### config.mk
export PLATFORM = sky130hd
export DESIGN_NAME = rgb_to_hsv_top
export DESIGN_NICKNAME = d
export VERILOG_FILES = /design/src/rtl/core/rgbhsv_pkg.sv /design/src/rtl/core/rgbhsv_front.sv /design/src/rtl/core/rgbhsv_div_stage.sv /design/src/rtl/core/rgbhsv_back.sv /design/src/rtl/core/rgb_to_hsv_top.sv
export SDC_FILE = /design/constraint.sdc
export NUM_CORES = 1
export LEC_CHECK = 0
export BUFFER_PORTS_ARGS = -buffer_cell sky130_fd_sc_hd__buf_2
export CORE_MARGIN = 3
export CORE_UTILIZATION = 55
export CTS_BUF_LIST = sky130_fd_sc_hd__clkbuf_4 sky130_fd_sc_hd__clkbuf_8
export CTS_CLUSTER_SIZE = 25
export DETAILED_ROUTE_END_ITERATION = 8
export PLACE_DENSITY = 0.81
export SYNTH_ARGS = -nofsm -noshare
export SYNTH_HDL_FRONTEND = slang
export SYNTH_SLANG_ARGS = --single-unit
### constraint.sdc
create_clock -name clk -period 25.5 [get_ports clk]
set_clock_uncertainty 0.1 [all_clocks]
set_input_delay 1.275 -clock clk [delete_from_list [all_inputs] [get_ports clk]]
set_output_delay 1.275 -clock clk [all_outputs]
set_load 0.02 [all_outputs]
### src/rtl/core/rgbhsv_pkg.sv
package rgbhsv_pkg;

    localparam int CH_W       = 8;
    localparam int HUE_W      = 13;
    localparam int STEP_BITS  = 2;
    localparam int DIV_STAGES = 5;
    localparam int QUO_W      = STEP_BITS * DIV_STAGES;
    localparam int NUM_W      = QUO_W + CH_W;

    localparam logic [HUE_W-1:0] HUE_SECTOR = 13'd960;
    localparam logic [HUE_W-1:0] HUE_FULL   = 13'd5760;
    localparam logic [CH_W-1:0]  SAT_SCALE  = 8'd255;

    // One long-division lane: partial remainder, numerator bits still to
    // bring down, quotient bits found so far, divisor.
    typedef struct packed {
        logic [CH_W-1:0]  rem;
        logic [QUO_W-1:0] low;
        logic [QUO_W-1:0] quo;
        logic [CH_W-1:0]  den;
    } lane_t;

    typedef struct packed {
        lane_t            hue_lane;
        lane_t            sat_lane;
        logic [CH_W-1:0]  max_ch;
        logic             grey;
        logic             neg;
        logic [HUE_W-1:0] base;
    } beat_t;

endpackage

### src/rtl/core/rgbhsv_front.sv
module rgbhsv_front
    import rgbhsv_pkg::*;
(
    input  logic            clk,
    input  logic            rst_n,
    input  logic            advance,
    input  logic            in_valid,
    input  logic [CH_W-1:0] red,
    input  logic [CH_W-1:0] green,
    input  logic [CH_W-1:0] blue,
    output logic            out_valid,
    output beat_t           out_beat
);

    logic             valid_reg;
    beat_t            beat_reg;
    beat_t            beat_next;
    logic [CH_W-1:0]  mx;
    logic [CH_W-1:0]  mn;
    logic [CH_W-1:0]  d;
    logic [CH_W-1:0]  p;
    logic [CH_W-1:0]  q;
    logic [CH_W-1:0]  mag;
    logic [HUE_W-1:0] base;
    logic [NUM_W-1:0] hue_num;
    logic [NUM_W-1:0] sat_num;

    always_comb
    begin
        mx = red;
        if (green > mx) mx = green;
        if (blue > mx) mx = blue;
        mn = red;
        if (green < mn) mn = green;
        if (blue < mn) mn = blue;
        d = mx - mn;

        // Red wins ties, then green.
        priority if (mx == red)
        begin
            p    = green;
            q    = blue;
            base = (green >= blue) ? '0 : HUE_FULL;
        end
        else if (mx == green)
        begin
            p    = blue;
            q    = red;
            base = HUE_SECTOR << 1;
        end
        else
        begin
            p    = red;
            q    = green;
            base = HUE_SECTOR << 2;
        end

        mag     = (p >= q) ? (p - q) : (q - p);
        hue_num = NUM_W'(mag) * NUM_W'(HUE_SECTOR);
        sat_num = NUM_W'(d) * NUM_W'(SAT_SCALE);

        // Numerator high part is below the divisor, so it seeds the remainder.
        beat_next.hue_lane.rem = hue_num[NUM_W-1:QUO_W];
        beat_next.hue_lane.low = hue_num[QUO_W-1:0];
        beat_next.hue_lane.quo = '0;
        beat_next.hue_lane.den = d;
        beat_next.sat_lane.rem = sat_num[NUM_W-1:QUO_W];
        beat_next.sat_lane.low = sat_num[QUO_W-1:0];
        beat_next.sat_lane.quo = '0;
        beat_next.sat_lane.den = mx;
        beat_next.max_ch       = mx;
        beat_next.grey         = (d == '0);
        beat_next.neg          = (p < q);
        beat_next.base         = base;
    end

    always_ff @(posedge clk or negedge rst_n)
    begin
        if (!rst_n)
            valid_reg <= 1'b0;
        else if (advance)
            valid_reg <= in_valid;
    end

    always_ff @(posedge clk)
    begin
        if (advance)
            beat_reg <= beat_next;
    end

    assign out_valid = valid_reg;
    assign out_beat  = beat_reg;

endmodule

### src/rtl/core/rgbhsv_div_stage.sv
module rgbhsv_div_stage
    import rgbhsv_pkg::*;
(
    input  logic  clk,
    input  logic  rst_n,
    input  logic  advance,
    input  logic  in_valid,
    input  beat_t in_beat,
    output logic  out_valid,
    output beat_t out_beat
);

    logic  valid_reg;
    beat_t beat_reg;
    beat_t beat_next;

    // Restoring division, STEP_BITS quotient bits per stage.
    function automatic lane_t div_step(lane_t l);
        lane_t         o;
        logic [CH_W:0] t;
        o = l;
        for (int k = 0; k < STEP_BITS; k++)
        begin
            t     = {o.rem, o.low[QUO_W-1]};
            o.low = {o.low[QUO_W-2:0], 1'b0};
            if (t >= {1'b0, o.den})
            begin
                o.rem = CH_W'(t - {1'b0, o.den});
                o.quo = {o.quo[QUO_W-2:0], 1'b1};
            end
            else
            begin
                o.rem = t[CH_W-1:0];
                o.quo = {o.quo[QUO_W-2:0], 1'b0};
            end
        end
        return o;
    endfunction

    always_comb
    begin
        beat_next          = in_beat;
        beat_next.hue_lane = div_step(in_beat.hue_lane);
        beat_next.sat_lane = div_step(in_beat.sat_lane);
    end

    always_ff @(posedge clk or negedge rst_n)
    begin
        if (!rst_n)
            valid_reg <= 1'b0;
        else if (advance)
            valid_reg <= in_valid;
    end

    always_ff @(posedge clk)
    begin
        if (advance)
            beat_reg <= beat_next;
    end

    assign out_valid = valid_reg;
    assign out_beat  = beat_reg;

endmodule

### src/rtl/core/rgbhsv_back.sv
module rgbhsv_back
    import rgbhsv_pkg::*;
(
    input  logic             clk,
    input  logic             rst_n,
    input  logic             advance,
    input  logic             in_valid,
    input  beat_t            in_beat,
    output logic             out_valid,
    output logic [HUE_W-1:0] hue,
    output logic [CH_W-1:0]  saturation,
    output logic [CH_W-1:0]  brightness
);

    logic             valid_reg;
    logic [HUE_W-1:0] hue_reg;
    logic [HUE_W-1:0] hue_next;
    logic [CH_W-1:0]  sat_reg;
    logic [CH_W-1:0]  sat_next;
    logic [CH_W-1:0]  bright_reg;
    logic [HUE_W-1:0] quo;
    logic [HUE_W-1:0] quo_ceil;

    always_comb
    begin
        quo      = HUE_W'(in_beat.hue_lane.quo);
        quo_ceil = quo + HUE_W'(in_beat.hue_lane.rem != '0);
        // Negative offsets subtract the rounded-up magnitude.
        if (in_beat.grey)
            hue_next = '0;
        else if (in_beat.neg)
            hue_next = in_beat.base - quo_ceil;
        else
            hue_next = in_beat.base + quo;
        sat_next = (in_beat.max_ch == '0) ? '0 : in_beat.sat_lane.quo[CH_W-1:0];
    end

    always_ff @(posedge clk or negedge rst_n)
    begin
        if (!rst_n)
            valid_reg <= 1'b0;
        else if (advance)
            valid_reg <= in_valid;
    end

    always_ff @(posedge clk)
    begin
        if (advance)
        begin
            hue_reg    <= hue_next;
            sat_reg    <= sat_next;
            bright_reg <= in_beat.max_ch;
        end
    end

    assign out_valid  = valid_reg;
    assign hue        = hue_reg;
    assign saturation = sat_reg;
    assign brightness = bright_reg;

endmodule

### src/rtl/core/rgb_to_hsv_top.sv
// RGB to HSV pixel converter.
// Input channel: in_valid / in_stall with red, green, blue (8 bits each).
// Output channel: out_valid / out_stall with hue (1/16 degree, 0..5759),
// saturation (0..255) and brightness (largest channel).
// A beat is taken at a clock edge where valid is high and stall is low.
// Throughput: one pixel per clock unless out_stall holds the pipeline.
// Each accepted input beat passes one stage for max/min and sector select,
// five divider stages retiring two quotient bits each for the hue and
// saturation divisions, and one stage for the final hue offset.
// The whole pipeline advances together; when the output holds a beat and
// out_stall is high, every stage holds and in_stall goes high, so nothing
// is dropped or repeated. Empty stages do not collapse during a stall.
// Reset (rst_n low, asynchronous) clears all valid bits; the pipeline is
// empty and ready afterward. There is no configuration.
module rgb_to_hsv_top
    import rgbhsv_pkg::*;
(
    input  logic             clk,
    input  logic             rst_n,
    input  logic             in_valid,
    output logic             in_stall,
    input  logic [CH_W-1:0]  red,
    input  logic [CH_W-1:0]  green,
    input  logic [CH_W-1:0]  blue,
    output logic             out_valid,
    input  logic             out_stall,
    output logic [HUE_W-1:0] hue,
    output logic [CH_W-1:0]  saturation,
    output logic [CH_W-1:0]  brightness
);

    logic  advance;
    logic  pipe_valid [DIV_STAGES+1];
    beat_t pipe_beat  [DIV_STAGES+1];

    assign advance  = !(out_valid && out_stall);
    assign in_stall = !advance;

    rgbhsv_front u_front
    (
        .clk       (clk),
        .rst_n     (rst_n),
        .advance   (advance),
        .in_valid  (in_valid),
        .red       (red),
        .green     (green),
        .blue      (blue),
        .out_valid (pipe_valid[0]),
        .out_beat  (pipe_beat[0])
    );

    for (genvar i = 0; i < DIV_STAGES; i++)
    begin : g_div
        rgbhsv_div_stage u_stage
        (
            .clk       (clk),
            .rst_n     (rst_n),
            .advance   (advance),
            .in_valid  (pipe_valid[i]),
            .in_beat   (pipe_beat[i]),
            .out_valid (pipe_valid[i+1]),
            .out_beat  (pipe_beat[i+1])
        );
    end

    rgbhsv_back u_back
    (
        .clk        (clk),
        .rst_n      (rst_n),
        .advance    (advance),
        .in_valid   (pipe_valid[DIV_STAGES]),
        .in_beat    (pipe_beat[DIV_STAGES]),
        .out_valid  (out_valid),
        .hue        (hue),
        .saturation (saturation),
        .brightness (brightness)
    );

endmodule
* After elaboration in Yosys (flattened, before gate mapping)
Cells that the tools add are included.
Operators by class: add/sub/neg operators 25, multipliers 2, $lt $le $gt $ge 27, eq/ne operators 2, mux-type cells 50, reduce and logical (&&, ||, !) cells 4
Operators with widths (count):
- two-way mux 8 bit | 28
- >= comparator 9 x 8 -> 1 bit | 19
- subtractor 8 bit | 21
- two-way mux 13 bit | 3
- less-than comparator 8 bit | 3
- two-way mux 1 bit | 18
- == test 8 bit | 2
- >= comparator 8 bit | 2
- greater-than comparator 8 bit | 2
- zero test 8 bit | 2
- multiplier 8 x 8 -> 16 bit (second input constant) | 1
- adder 13 x 10 -> 13 bit | 1
- subtractor 13 bit | 1
- multiplier 8 x 4 -> 12 bit (second input constant) | 1
- two-way mux 12 bit | 1
- adder 10 x 1 -> 11 bit | 1
- >= comparator 7 x 8 -> 1 bit | 1
- nonzero test 8 bit | 1
- subtractor 7 x 8 -> 8 bit | 1
- logical AND 1 bit | 1
Storage, ports and cells: bits in registers 386, output and inout port bits 31

* Logic depth before layout (Yosys ltp)
word-level depth 10, depth in mapped cells 45, mapped depth without buffers 41

* Hierarchy
A second synthesis with hierarchy kept.
Second synthesis, totals: cells, all modules 2673, area total of the unflattened synthesis 32901.6 um^2
By module, submodules not included:
- rgbhsv_div_stage at g_div[0].u_stage ... | times used 3, cells each 342, area each 4812.1 um^2, sequential area each 2757.6 um^2
- rgbhsv_front | times used 1, cells each 789, area each 7310.8 um^2, sequential area each 1526.5 um^2
- rgbhsv_div_stage at g_div[2].u_stage | times used 1, cells each 345, area each 4669.5 um^2, sequential area each 2757.6 um^2
- rgbhsv_div_stage at g_div[1].u_stage | times used 1, cells each 328, area each 4578.1 um^2, sequential area each 2757.6 um^2
- rgbhsv_back | times used 1, cells each 183, area each 1896.8 um^2, sequential area each 895.9 um^2
- rgb_to_hsv_top | times used 1, cells each 2, area each 10.0 um^2, sequential area each 0.0 um^2

* Worst setup path before layout
Ideal clock, no wire load.
kind in2out, from input out_stall, to output in_stall, arrival 9.594 ns, required time 24.125 ns, slack 14.531 ns, stages 2, cells stage by stage nand2_1 inv_1
Between the ends: cells in the longest elaborated chain, start to end 1
RTL lines:
- from (decl) | line rgb_to_hsv_top.sv:26 | input logic out_stall,
- logical AND 1 bit | line rgb_to_hsv_top.sv:36 | assign advance = !(out_valid && out_stall);
- to (decl) | line rgb_to_hsv_top.sv:21 | output logic in_stall,
No other way between the ends.

==> impl_results.md <==
- Crit path largest cell delay: roughly 0.66 ns
- Crit path time final: around 11 ns
- Syn Area/Cell: 11.2 sq um
- Buffers on Ports: 58
- Die Y: 214 um
- Yosys cell types: 75
- Relative slew slack: 25.9%
- Post-synth EDFFs: roughly 330
- Area leader, netlist: edfxtp_1
- Endpoint class of the critical path: register
- Worst path slowest cell: inv_2
- N_diodes: 0
- Max reg flops: around 250
- Largest net degree at the start of global routing: 176
- Vias: 15900
- Global route overflow: 0
- Post-CTS setup buffer count: 0
- Most frequent cells after synthesis: 326 x edfxtp_1, 274 x ha_1, 274 x inv_1, 137 x nor2_1, 133 x mux2_2
- Synth top area cells: edfxtp_1 41%, ha_1 14%, mux2_2 6.3%
- Reg2reg path depth: 19
- Final number of setup-violating endpoints: 0
- H-tree Lvls: 2
- Nets: 2588
- Critical path depth in cells: 40
- Post-CTS Hold Buffers: 0
- Crit path DAT: 11.17 ns
- Drt total wl: 45.7 mm
- Final Cycle Share: 42.9%
- Unrepaired setup endpoints after global routing: false
- I/O Pins: roughly 60
- Total negative slack: 0 ns
- Core ar.: 42400 sq um
- Area Growth Syn to Fin: 8.56%
- Crit path max-delay family: compound AO/OA/AOI/OAI gates
- Vias in the first global route: 16600
- Post-Route Utilization: 61.1%
- Final Hold Fails: 0
- Synth warn: 0
- Post-Synthesis Cells: 2140
- GP Congestion: between 0.9 and 1
- Top-count cell post-synth: edfxtp_1
- First-pass GRT wire length: 76.8 mm
- Cell area after synthesis: between 20000 and 25000 sq um
- CP required: 25.74 ns
- FF-to-FF setup slack: approximately 20 ns
- Row count: 75
- Tot GR Track Use: 19.8%
- Register area share after synthesis: 41.7%
- Clock Sinks: around 330
- Initial Util: 56.3%
- Iteration-0 DRC Markers: 809
- Fillers: 3263
- Outcome: finished, final reports clean
- Clock tree buffer depth: 3
- Cts bufs inserted: 54
- Worst Max-Slew Pin Slew: approximately 1.1 ns
- CTS tree: built
- Initial antenna violation count: 0
- Setup CP Type: in2reg
- Post-CTS Resized: 0
- Post-synth top area share: roughly two fifths
- Worst-skew pair later-pin latency: 0.61 ns
- Per-cell routed wire length: around 16 um
- Drt pass-1 iters: 5
- Worst reg2reg endpoint: g_div[2].u_stage.out_beat[57]$_DFFE_PN_
- Max-slew violations: 0
- Clock-pin slew on the worst setup and hold paths: 0.07 ns
- Max-cap violations: 0
- Crit-path max FO: 33
- FF+latch count, synth: around 330
- Die area: 45900 sq um
- Hpwl dp: 35.3 mm
- Worst path most repeated cell: a21oi_1
- Layout cells sized above 1: 14.6%
- Hold crit path type: reg2reg
- Syn Nets: 2501
- Drt drc: 0
- Critical Path Source: red[1]
- CP endpoint: u_front.out_beat[94]$_DFFE_PN_
- Primary FF master, synth: edfxtp_1
- DR vias/cell: about 5.6
- Peak Freq: 91.5 MHz
- Buf+Inv Stages, Crit Path: 5
- Asr flop ratio synth: roughly 2.1%
- Routed Antenna Nets: 0
- Die Span X: approximately 210 um
- Critical path startpoint category: input pin
- Clock root buffer: clkbuf_8
- Reg2Reg Launch Point: g_div[1].u_stage.out_beat[24]$_DFFE_PN_
## worst min-delay path by stage
stage	from	to	depth (start not counted)
final	u_front.out_beat[45]$_DFFE_PN_	g_div[0].u_stage.out_beat[47]$_DFFE_PN_	0
after global routing	u_front.out_beat[43]$_DFFE_PN_	g_div[0].u_stage.out_beat[45]$_DFFE_PN_	0
after CTS	u_front.out_beat[45]$_DFFE_PN_	g_div[0].u_stage.out_beat[47]$_DFFE_PN_	0
after detailed placement	u_front.out_beat[14]$_DFFE_PN_	g_div[0].u_stage.out_beat[14]$_DFFE_PN_	0
after global placement	g_div[2].u_stage.out_beat[68]$_DFFE_PN_	g_div[3].u_stage.out_beat[70]$_DFFE_PN_	0
after floorplan	u_front.out_beat[9]$_SDFFCE_PN1N_	g_div[0].u_stage.out_beat[10]$_DFFE_PN_	0
## stage by stage
step / setup slack [ns] / std cells / hold slack [ns] / instance area, sq um
after global routing: 13.72 / 2847 / 0.294 / 25900
after CTS: 14.66 / 2847 / 0.285 / 25900
final: 14.57 / 2847 / 0.288 / 25900
after floorplan: 14.53 / 2140 / 0.300 / 23900
after detailed placement: 14.06 / 2748 / 0.305 / 24800
after global placement: 14.50 / 2748 / 0.300 / 24800
## worst register-to-register path, stage by stage (launching register included)
cell and delay [ns]:
edfxtp_1 0.45, inv_1 0.18, ha_1 0.27, nor2b_1 0.13
o21ai_0 0.20, a21boi_0 0.15, o21ai_0 0.29, a21boi_0 0.19
o41ai_2 0.79, mux2_2 0.47, inv_1 0.06, ha_1 0.24
nor2b_1 0.13, o21ai_0 0.20, a21oi_1 0.12, o21ai_0 0.24
a21oi_1 0.14, o21a_1 0.21, a311o_1 0.50, mux2_2 0.35
## cells in the final DEF, fill, tap and decap left out, drive strengths merged, types with 30 or more instances in the layout
master / n
mux2i: 57
xor2: 50
inv: 277
a21oi: 120
mux2: 144
xnor2: 98
buf: 65
nand4: 30
fa: 59
o21ai: 105
clkbuf: 76
nor2b: 43
ha: 274
nand2: 76
nor2: 137
a21o: 33
edfxtp: 326
## per-layer routing
metal	part of all wire (%)	track usage [%]
met1	41	23.4
met2	52	36.7
met3	4.0	2.75
met4	2.8	6.94
met5	0	0
## cell type report
cell class / count / area [sq um] / share of cell area (%)
clock inverters: 23 / 170 / 0.657
flip-flops and latches: 333 / 9960 / 38.5
well taps: 577 / 722 / 2.79
repair buffers: 65 / 355 / 1.37
multi-input cells: 1498 / 12700 / 49.2
clock buffers: 76 / 927 / 3.58
inverters: 275 / 1030 / 3.98
## kinds of logic (layout without fill, tap and decap cells)
family	count (synthesis)	count (layout)	share of synthesized area, %
and+or+nand+nor	423	423	8.90
adders and majority gates	334	334	19.4
DFF	333	333	41.7
muxes	201	201	9.18
AOI/OAI and AO/OA	392	392	10.5
buffers and inverters	309	439	4.91
xor gates and xnor gates	148	148	5.43
Power is not shown: default switching activity piles up to over one toggle a cycle in this logic, so the estimate is an artifact.
